### config.mk
export PLATFORM = sky130hd
export DESIGN_NAME = note_voice_square_wave_generator_unit
export DESIGN_NICKNAME = d
export VERILOG_FILES = /design/src/sv/nvsq_pkg.sv /design/src/sv/nvsq_voice_update.sv /design/src/sv/note_voice_square_wave_generator_unit.sv
export SDC_FILE = /design/constraint.sdc
export NUM_CORES = 1
export LEC_CHECK = 0
export BUFFER_PORTS_ARGS = -buffer_cell sky130_fd_sc_hd__buf_2
export CORE_MARGIN = 1
export CORE_UTILIZATION = 65
export DETAILED_ROUTE_END_ITERATION = 16
export HOLD_SLACK_MARGIN = 0.12
export PLACE_DENSITY = 0.93
export SLEW_MARGIN = 25
export SYNTH_ARGS = -nofsm -noshare
export SYNTH_HDL_FRONTEND = slang
export SYNTH_SLANG_ARGS = --single-unit
### constraint.sdc
create_clock -name clock -period 7.8 [get_ports clock]
set_clock_uncertainty 0.2 [all_clocks]
set_input_delay 0.78 -clock clock [delete_from_list [all_inputs] [get_ports clock]]
set_output_delay 0.78 -clock clock [all_outputs]
set_load 0.03 [all_outputs]
### src/sv/nvsq_pkg.sv
// Shared types, operation codes and the note period table of the square-wave tone generator.
`default_nettype none

package nvsq_pkg;

   // Operation codes carried by an input item
   localparam logic [1:0] OP_NOTE_ON  = 2'd0;
   localparam logic [1:0] OP_NOTE_OFF = 2'd1;
   localparam logic [1:0] OP_TICK     = 2'd2;

   localparam int NOTE_COUNT = 128;

   // Input item
   typedef struct packed {
      logic [1:0]  operation;
      logic [6:0]  note;
      logic [15:0] elapsed_us;
   } req_type;

   // Result item
   typedef struct packed {
      logic [7:0] toggle_mask;
      logic       voice_found;
      logic [2:0] voice_index;
      logic [7:0] released_mask;
   } rsp_type;

   // One voice entry as held in the voice memory
   typedef struct packed {
      logic        playing;
      logic [6:0]  note;
      logic [15:0] period;
      logic [15:0] countdown;
   } voice_type;

   // Per-voice outcome of one update step
   typedef struct packed {
      logic taken;
      logic released;
      logic toggled;
   } voice_flags_type;

   typedef logic [15:0] period_rom_type [NOTE_COUNT];

   // 2^(r/12) scaled by 10^12
   localparam logic [63:0] SEMITONE [12] = '{
      64'd1000000000000, 64'd1059463094359, 64'd1122462048309, 64'd1189207115003,
      64'd1259921049895, 64'd1334839854170, 64'd1414213562373, 64'd1498307076877,
      64'd1587401051968, 64'd1681792830507, 64'd1781797436281, 64'd1887748625363
   };

   // Half period in microseconds: 25000 * 2^((57 - i) twelfths) over 11, floored, saturated.
   // 129 - i is kept as 12 * s + r, starting at s = 10, r = 9 for note 0.
   function automatic period_rom_type build_period_rom();
      period_rom_type rom;
      int unsigned    s;
      int unsigned    r;
      logic [63:0]    num;
      logic [63:0]    den;
      logic [63:0]    v;
      logic [63:0]    rem;
      s = 10;
      r = 9;
      for (int i = 0; i < NOTE_COUNT; i++) begin
         num = SEMITONE[r] * 64'd25000;
         den = 64'd11000000000000;
         if (s >= 6) begin
            num = num << (s - 6);
         end else begin
            den = den << (6 - s);
         end
         // restoring long division of num by den
         v   = '0;
         rem = '0;
         for (int b = 63; b >= 0; b--) begin
            rem = {rem[62:0], num[b]};
            if (rem >= den) begin
               rem  = rem - den;
               v[b] = 1'b1;
            end
         end
         if (v > 64'hFFFF) begin
            v = 64'hFFFF;
         end
         rom[i] = v[15:0];
         // next note is one semitone up
         if (r == 0) begin
            r = 11;
            s = s - 1;
         end else begin
            r = r - 1;
         end
      end
      return rom;
   endfunction

   localparam period_rom_type PERIOD_ROM = build_period_rom();

endpackage

`default_nettype wire

### src/sv/nvsq_voice_update.sv
// Read-modify-write step for one voice entry: note on, note off or tick.
`default_nettype none

module nvsq_voice_update (
   input  nvsq_pkg::req_type         item,
   input  nvsq_pkg::voice_type       cur,
   input  logic                      open,
   output nvsq_pkg::voice_type       nxt,
   output nvsq_pkg::voice_flags_type flags
);
   import nvsq_pkg::*;

   logic [15:0] cd_mid;
   logic        fire;

   // countdown reload for a playing voice that has run out
   assign fire   = cur.playing && (cur.countdown == 16'd0);
   assign cd_mid = fire ? cur.period : cur.countdown;

   always_comb begin
      nxt   = cur;
      flags = '0;
      unique case (item.operation)
         OP_NOTE_ON: begin
            if (open && !cur.playing) begin
               nxt.playing = 1'b1;
               nxt.note    = item.note;
               nxt.period  = PERIOD_ROM[item.note];
               flags.taken = 1'b1;
            end
         end
         OP_NOTE_OFF: begin
            if (cur.playing && (cur.note == item.note)) begin
               nxt.playing    = 1'b0;
               flags.released = 1'b1;
            end
         end
         OP_TICK: begin
            flags.toggled = fire;
            nxt.countdown = (cd_mid > item.elapsed_us) ? (cd_mid - item.elapsed_us) : 16'd0;
         end
         default: begin
            nxt = cur;
         end
      endcase
   end

endmodule

`default_nettype wire

### src/sv/note_voice_square_wave_generator_unit.sv
// Top level of the polyphonic square-wave tone generator: voice memory and sequencer.
//
//  channel  | ports                            | direction | item
//  ---------+----------------------------------+-----------+--------------------------
//  request  | req_valid, req_stall, req_payload | in       | note on / note off / tick
//  response | rsp_valid, rsp_stall, rsp_payload | out      | masks, voice found, index
//
// An item walks the voice memory: one voice memory read a cycle, each processed entry
// written back, then the walk is left and the output register is loaded with the result.
// The input is stalled from acceptance until the result is loaded, so the next item is
// accepted only once the result of the last one has been loaded.
// One item is worked at a time; a result waiting in the output register does not block
// acceptance of the next item, only the load of its own result.
// Synchronous reset clears the control state and the per-entry valid bits; an entry
// never written reads as all zero, so no clearing pass is needed.
`default_nettype none

module note_voice_square_wave_generator_unit #(
   parameter int VOICES = 8
) (
   input  logic              clock,
   input  logic              reset,
   input  logic              req_valid,
   output logic              req_stall,
   input  nvsq_pkg::req_type req_payload,
   output logic              rsp_valid,
   input  logic              rsp_stall,
   output nvsq_pkg::rsp_type rsp_payload
);
   import nvsq_pkg::*;

   localparam int IW = (VOICES > 1) ? $clog2(VOICES) : 1;
   localparam int CW = $clog2(VOICES + 1);

   localparam logic [1:0] S_IDLE   = 2'd0;
   localparam logic [1:0] S_WALK   = 2'd1;
   localparam logic [1:0] S_FINISH = 2'd2;

   logic [1:0]        state_ff;
   logic [1:0]        state_in;
   req_type           item_ff;
   logic [CW-1:0]     issue_cnt_ff;
   logic              proc_valid_ff;
   logic [IW-1:0]     proc_idx_ff;
   voice_type         rd_data_ff;
   voice_type         voice_mem_ff [VOICES];
   logic [VOICES-1:0] entry_valid_ff;
   logic              found_ff;
   logic [2:0]        index_ff;
   logic [7:0]        toggle_ff;
   logic [7:0]        release_ff;
   logic              rsp_valid_ff;
   rsp_type           rsp_ff;

   logic              accept;
   logic              rd_en;
   logic [IW-1:0]     rd_addr;
   logic              wr_en;
   logic              walk_done;
   logic              rsp_free;
   voice_type         upd_entry;
   voice_flags_type   upd_flags;
   logic [7:0]        voice_bit;

   // handshake and walk control
   assign req_stall = (state_ff != S_IDLE);
   assign accept    = req_valid && !req_stall;
   assign rd_en     = (state_ff == S_WALK) && (issue_cnt_ff != CW'(VOICES));
   assign rd_addr   = issue_cnt_ff[IW-1:0];
   assign wr_en     = proc_valid_ff;
   assign walk_done = (state_ff == S_WALK) && !rd_en && !proc_valid_ff;
   assign rsp_free  = !rsp_valid_ff || !rsp_stall;
   assign voice_bit = 8'(1) << proc_idx_ff;

   // sequencer
   always_comb begin
      state_in = state_ff;
      unique case (state_ff)
         S_IDLE:   if (accept)    state_in = S_WALK;
         S_WALK:   if (walk_done) state_in = S_FINISH;
         S_FINISH: if (rsp_free)  state_in = S_IDLE;
         default:                 state_in = S_IDLE;
      endcase
   end

   // voice update logic
   nvsq_voice_update u_update (
      .item  (item_ff),
      .cur   (rd_data_ff),
      .open  (!found_ff),
      .nxt   (upd_entry),
      .flags (upd_flags)
   );

   // voice memory: registered read, write back of the processed entry
   always_ff @(posedge clock) begin
      if (rd_en) begin
         rd_data_ff <= entry_valid_ff[rd_addr] ? voice_mem_ff[rd_addr] : '0;
      end
      if (wr_en) begin
         voice_mem_ff[proc_idx_ff] <= upd_entry;
      end
   end

   // control state and result accumulation
   always_ff @(posedge clock) begin
      if (reset) begin
         state_ff       <= S_IDLE;
         issue_cnt_ff   <= '0;
         proc_valid_ff  <= 1'b0;
         proc_idx_ff    <= '0;
         entry_valid_ff <= '0;
         found_ff       <= 1'b0;
         index_ff       <= '0;
         toggle_ff      <= '0;
         release_ff     <= '0;
      end else begin
         state_ff      <= state_in;
         proc_valid_ff <= rd_en;
         proc_idx_ff   <= rd_addr;
         if (accept) begin
            issue_cnt_ff <= '0;
            found_ff     <= 1'b0;
            index_ff     <= '0;
            toggle_ff    <= '0;
            release_ff   <= '0;
         end else if (rd_en) begin
            issue_cnt_ff <= issue_cnt_ff + CW'(1);
         end
         if (wr_en) begin
            entry_valid_ff[proc_idx_ff] <= 1'b1;
            if (upd_flags.toggled)  toggle_ff  <= toggle_ff | voice_bit;
            if (upd_flags.released) release_ff <= release_ff | voice_bit;
            if (upd_flags.taken) begin
               found_ff <= 1'b1;
               index_ff <= 3'(proc_idx_ff);
            end
         end
      end
   end

   // item register
   always_ff @(posedge clock) begin
      if (accept) begin
         item_ff <= req_payload;
      end
   end

   // output register
   always_ff @(posedge clock) begin
      if (reset) begin
         rsp_valid_ff <= 1'b0;
      end else if ((state_ff == S_FINISH) && rsp_free) begin
         rsp_valid_ff <= 1'b1;
      end else if (!rsp_stall) begin
         rsp_valid_ff <= 1'b0;
      end
   end

   always_ff @(posedge clock) begin
      if ((state_ff == S_FINISH) && rsp_free) begin
         rsp_ff.toggle_mask   <= toggle_ff;
         rsp_ff.voice_found   <= found_ff;
         rsp_ff.voice_index   <= index_ff;
         rsp_ff.released_mask <= release_ff;
      end
   end

   assign rsp_valid   = rsp_valid_ff;
   assign rsp_payload = rsp_ff;

`ifndef ASSERT_OFF
   a_write_in_walk: assert property (@(posedge clock) disable iff (reset)
      wr_en |-> (state_ff == S_WALK))
      else $error("voice memory written outside the walk");

   a_issue_bound: assert property (@(posedge clock) disable iff (reset)
      issue_cnt_ff <= CW'(VOICES))
      else $error("read counter ran past the voice count");

   a_walk_start: assert property (@(posedge clock) disable iff (reset)
      accept |=> ((state_ff == S_WALK) && (issue_cnt_ff == '0)))
      else $error("walk did not start from the first voice");

   a_result_load: assert property (@(posedge clock) disable iff (reset)
      ((state_ff == S_FINISH) && rsp_free) |=> rsp_valid_ff)
      else $error("finished item not presented");

   a_found_exclusive: assert property (@(posedge clock) disable iff (reset)
      (rsp_valid_ff && rsp_ff.voice_found) |->
         ((rsp_ff.toggle_mask == 8'd0) && (rsp_ff.released_mask == 8'd0)))
      else $error("note on result carries tick or release bits");
`endif

endmodule

`default_nettype wire

=== Word-level counts from Yosys, hierarchy flattened ===
Memories as Yosys holds them, arrays and structs flattened. A register that Yosys moved wholly into a read port is not among the register bits.
Cells that the tools add are included.
W data, S select, Z words.

* Magnitude comparators: 5
* Shift-type cells: 1
* $add $sub $neg: 2
* Bitwise gates (word level): 4
* Equality and inequality tests: 10
* Reduce and logical (&&, ||, !) cells: 24
* Multiplexer cells: 38

{| class="wikitable"
|+ Operator list
! operator !! number
|-
| $mux W16 || 5
|-
| $mux W8 || 6
|-
| $mux W24 || 1
|-
| $or A8 B8 Y8 || 3
|-
| $mux W23 || 1
|-
| $gt A16 B16 Y1 || 1
|-
| $logic_not A16 Y1 || 1
|-
| $sub A16 B16 Y16 || 1
|-
| $mux W1 || 15
|-
| $logic_and A1 B1 Y1 || 9
|-
| $mux W3 || 3
|-
| $ge A8 B8 Y1 const B || 1
|-
| $logic_not A1 Y1 || 8
|-
| $lt A3 B4 Y1 const B || 2
|-
| $not A7 Y8 || 1
|-
| $shl A1 B3 Y8 const A || 1
|-
| $eq A7 B7 Y1 || 1
|-
| $mux W2 || 3
|-
| $ne A2 B2 Y1 const B || 3
|-
| $pmux W2 S3 || 1
|-
| $add A4 B1 Y4 const B || 1
|-
| $eq A2 B1 Y1 const B || 2
|-
| $eq A2 B2 Y1 const B || 2
|-
| $logic_not A2 Y1 || 2
|-
| other kinds (10) || 10
|}

* Memories: 2
* Bits in writable memories: 320
* Flip-flop bits (word level): 84
* Bits in read-only memories: 2048
* Output and inout bits: 22
* Bits of input ports: 29

{| class="wikitable"
|+ Memory list
! memory !! words !! width !! rd ports !! clocked after memory_dff !! wr ports !! RTL line !! source
|-
| (no name shown) || 128 || 16 || 1 || 0 || 0 || nvsq_voice_update.sv:28 || <nowiki>nxt.period = PERIOD_ROM[item.note];</nowiki>
|-
| voice_mem_ff || 8 || 40 || 1 || 1 || 1 || note_voice_square_wave_generator_unit.sv:46 || <nowiki>voice_type voice_mem_ff [VOICES];</nowiki>
|}

=== Depth between registers and ports, before layout ===
* Depth in word-level cells: 7
* Depth in mapped cells: 15
* Mapped depth without buffers: 13

=== Hierarchy ===
Synthesis repeated with hierarchy kept, for this count alone.

* Cell total of the unflattened synthesis: 1326
* Area total of the unflattened synthesis: 19640.1 µm²

{| class="wikitable"
|+ Modules (own cells, without submodules)
! module !! area each (µm²) !! cells an instance !! seq. area each (µm²) !! instances
|-
| note_voice_square_wave_generator_unit || 16418.2 || 822 || 12942.4 || 1
|-
| nvsq_voice_update || 3221.8 || 504 || 0.0 || 1
|}

=== Worst setup path after synthesis ===
Ideal clock, no wire load.

* Kind: reg-to-reg
* Start: register proc_idx_ff[2]
* End: memory voice_mem_ff[6][0] (netlist bit), enable pin
* Data arrival time: 3.427 ns
* Period minus slack after synthesis: 4.116 ns
* Buffers on the path: 1
* Library setup time: 0.489 ns
* Setup slack: 3.684 ns
* Required time: 7.111 ns
* Cell stages (with the launch flop): 4
* Path through: dfxtp_1 -> clkbuf_1 -> nand2_1 -> nor3_1

{| class="wikitable"
|+ RTL lines
! item !! RTL line !! source
|-
| start, declared || note_voice_square_wave_generator_unit.sv:44 || <nowiki>logic [IW-1:0] proc_idx_ff;</nowiki>
|-
| start signal, assigned || note_voice_square_wave_generator_unit.sv:120 || <nowiki>proc_idx_ff <= rd_addr;</nowiki>
|-
| end, declared || note_voice_square_wave_generator_unit.sv:46 ||
|}

No word-level cell before the write port.

==> flow_summary_export.csv <==
group,metric,value,unit
outcome,status,"completed",
power,p_leak,7.18,nW
timing,finalSetupViolCount,0,
yosys,synth-seq-cells,444,
min_path,worstHoldPathType,"in2reg",
yosys,async_flop_share,0,
timing,max_slew_margin,0.285,
detailed_routing,wl_met3,4.53,mm
cells_and_area,nFillCells,1620,
worst_setup_path,reg2regPathDepth,14,
detailed_routing,drt-vias-per-instance,6.82,
timing,period_needed,4.98,ns
detailed_routing,antenna_left,0,
worst_setup_path,crit_start,"rd_data_ff[1]",
die,coreArea,28900,um^2
yosys,syn_avg_cell_area,15.4,um^2
yosys,post-synth-top-count-cell,"edfxtp_1",
yosys,synth_edf_count,405,
yosys,yosys.area.top_type,"edfxtp_1",
detailed_routing,wl_met2,21.4,mm
detailed_routing,drcViolationCount,0,
yosys,syn_nets,1310,
detailed_routing,drt-total-wl,44.3,mm
placement,placed_cell_area,19900,um^2
yosys,syn_area,19300,um^2
power,pwr_density_cell,255,nW/um^2
detailed_routing,vias,11684,
worst_setup_path,cp-endpoint,"voice_mem_ff[5][2]",
clock_network,insertion_delay,0.56,ns
cells_and_area,drive_gt1_frac,0.194,
worst_setup_path,reg2reg_setup_slack,2.82,ns
detailed_routing,dr.pass1.iters,6,
worst_setup_path,r2r_end,"voice_mem_ff[5][2]",
yosys,ys_types,72,
timing,tightest_slew,1.07,ns
detailed_routing,wl_met1,16.3,mm
clock_network,cts_tree,"built",
die,die_w,174,um
cells_and_area,num-nets-final,1351,
placement,gp_congestion,0.954,
yosys,synth_commonest_cells,"edfxtp_1 (405), nor2_1 (116), mux4_2 (89)",
die,die_height,174,um
cells_and_area,area_growth,10.7,%
placement,hpwl,25.1,mm
clock_network,numCtsBuffers,44,
global_route,grt_max_degree,71,
worst_setup_path,endpoint_kind,"flop",
cells_and_area,final_area,21400,um^2
timing,fmax,0.201,GHz
die,initial_core_util,0.668,
detailed_routing,wl_per_cell,25.8,um
global_route,track_usage,0.300,
worst_setup_path,critPathArrivalTime,5.13,ns
run,max-cap-violations,0,
yosys,synth_area_leaders,"edfxtp_1 (63%), mux4_2 (10%), dfxtp_1 (4.0%)",
yosys,yosys_warnings,0,
yosys,yosysTopAreaCellShare,0.630,
die,rows,62,
clock_network,cts.sinks,444,
die,io_pins,51,
worst_setup_path,required,7.95,ns
timing,period_share,0.639,
placement,io_buffers,50,
clock_network,cts_setup_buffers,0,
clock_network,ctsResizeCount,0,
yosys,ys.flop_type,"edfxtp_1",
clock_network,cts_htree_levels,2,
worst_setup_path,worstSetupPathType,"reg2reg",
clock_network,clk_pin_slew,0.06,ns
clock_network,clockBufferDepth,3,
cells_and_area,num_antenna_cells,0,
yosys,syn_inst,1255,
detailed_routing,drt_iter0_drc,1563,
timing,setup_tns,0,ns
clock_network,cts_root_buf,"clkbuf_16",
global_route,grt_overflow,0,
worst_setup_path,start_kind,"flop",
yosys,yosysSeqAreaShare,0.670,
clock_network,postCtsHoldBufs,0,
die,dieArea,30400,um^2
global_route,antenna_found_initial,0,
power,peakVddDrop,0.221,mV
worst_setup_path,worst-path-max-fanout,17,
timing,hold_viol,0,
global_route,grt_pass1_wl,67.8,mm
timing,final-max-slew-violation-count,0,
detailed_routing,routed.top_layer,"met4",
worst_setup_path,r2r_start,"rd_data_ff[1]",
timing,rsz0062_at_grt,"false",
global_route,grt_pass1_vias,11666,
==> layer usage <==
| layer | vias up | track usage |
|---|---|---|
| met4 | 0 | 0.143 |
| met5 | - | 0 |
| met1 | 5724 | 0.407 |
| met3 | 147 | 0.0507 |
| li1 | 4973 | - |
| met2 | 840 | 0.480 |
==> worst min path at each step <==
| stage | from | endpoint | slack, ns | cells after the start |
|---|---|---|---|---|
| 2_1_floorplan | index_ff[2] | rsp_payload[10] | 0.21 | 0 |
| 3_3_place_gp | release_ff[5] | rsp_payload[5] | 0.22 | 0 |
| 3_5_place_dp | toggle_ff[5] | rsp_payload[17] | 0.22 | 0 |
| 4_1_cts | req_payload[13] | item_ff[13] | 0.18 | 1 |
| 5_1_grt | req_payload[13] | item_ff[13] | 0.18 | 1 |
| 6_report | req_payload[13] | item_ff[13] | 0.19 | 1 |
==> worst max-delay path, cell delays in order (launching register included) <==
cell      delay, ns
edfxtp_1       0.42
nor4_1         0.48
nand4_1        0.24
nor4_4         0.18
buf_4          0.29
a21oi_1        0.11
ha_1           0.23
fa_1           0.42
nand2b_1       0.20
a21oi_1        0.38
nor3_1         0.11
o21ai_2        0.21
a221oi_2       0.10
nor3b_4        0.76
a32o_1         0.45
==> report_power, final <==
| part | leakage [nW] | internal [W] | switching (W) |
|---|---|---|---|
| clock network | 0.709 | 0.00122 | 0.000878 |
| logic | 2.44 | 0.000225 | 0.000366 |
| registers | 4.04 | 0.00270 | 0.0000536 |
| total | 7.18 | 0.00415 | 0.00130 |
==> area by class of cell <==
cell class	instances	area, um^2	area share
clock inverter	25	254	0.0119
clock buffer	55	1190	0.0558
multi-input combinational	700	5960	0.279
sequential	444	13000	0.606
timing repair buffer	72	415	0.0194
tap	384	480	0.0225
inverter	34	128	0.00597
==> layout by cell type (no fill, tap or decap), drive strengths merged, types with 14 or more instances in the layout <==
cell type and n:
edfxtp 405, a21o 23, ha 25, nand2b 15, a22o 16, buf 72
o21ai 61, nand3 20, nor3 14, mux4 89, inv 36, a211oi 17
mux2i 53, nand2 68, nor2 116, clkinv 18, a21oi 51, clkbuf 55
dfxtp 39
==> metrics by stage <==
step                      power (W)  hold WS [ns]  worst slack (ns)  utilization  instances
after floorplan             0.00321         0.208              3.68            -       1255
after global placement      0.00335         0.220              3.11        0.689       1634
after detailed placement    0.00338         0.221              2.95        0.689       1634
after CTS                   0.00545         0.183              2.91        0.739       1714
after global routing        0.00560         0.183              2.61        0.739       1714
final                       0.00545         0.194              2.82        0.739       1714
==> flip-flops by register name, indices dropped and copies added, names as in the netlist <==
name            cells
proc_valid_ff       1
state_ff            2
voice_mem_ff      320
proc_idx_ff         3
rd_data_ff         40
rsp_valid           1
toggle_ff           8
release_ff          8
found_ff            1
issue_cnt_ff        4
rsp_payload        20
index_ff            3
item_ff            25
entry_valid_ff      8
==> logic make-up after synthesis <==
family | synth area share
buffers and inverters | 0.0239
multiplexers | 0.134
XOR/XNOR | 0.00816
AO/OA/AOI/OAI | 0.0797
adder cells (fa/ha/maj) | 0.0177
AND/OR/NAND/NOR | 0.0670
flip-flops | 0.670
Note: power is estimated with default switching activity, not from simulation.
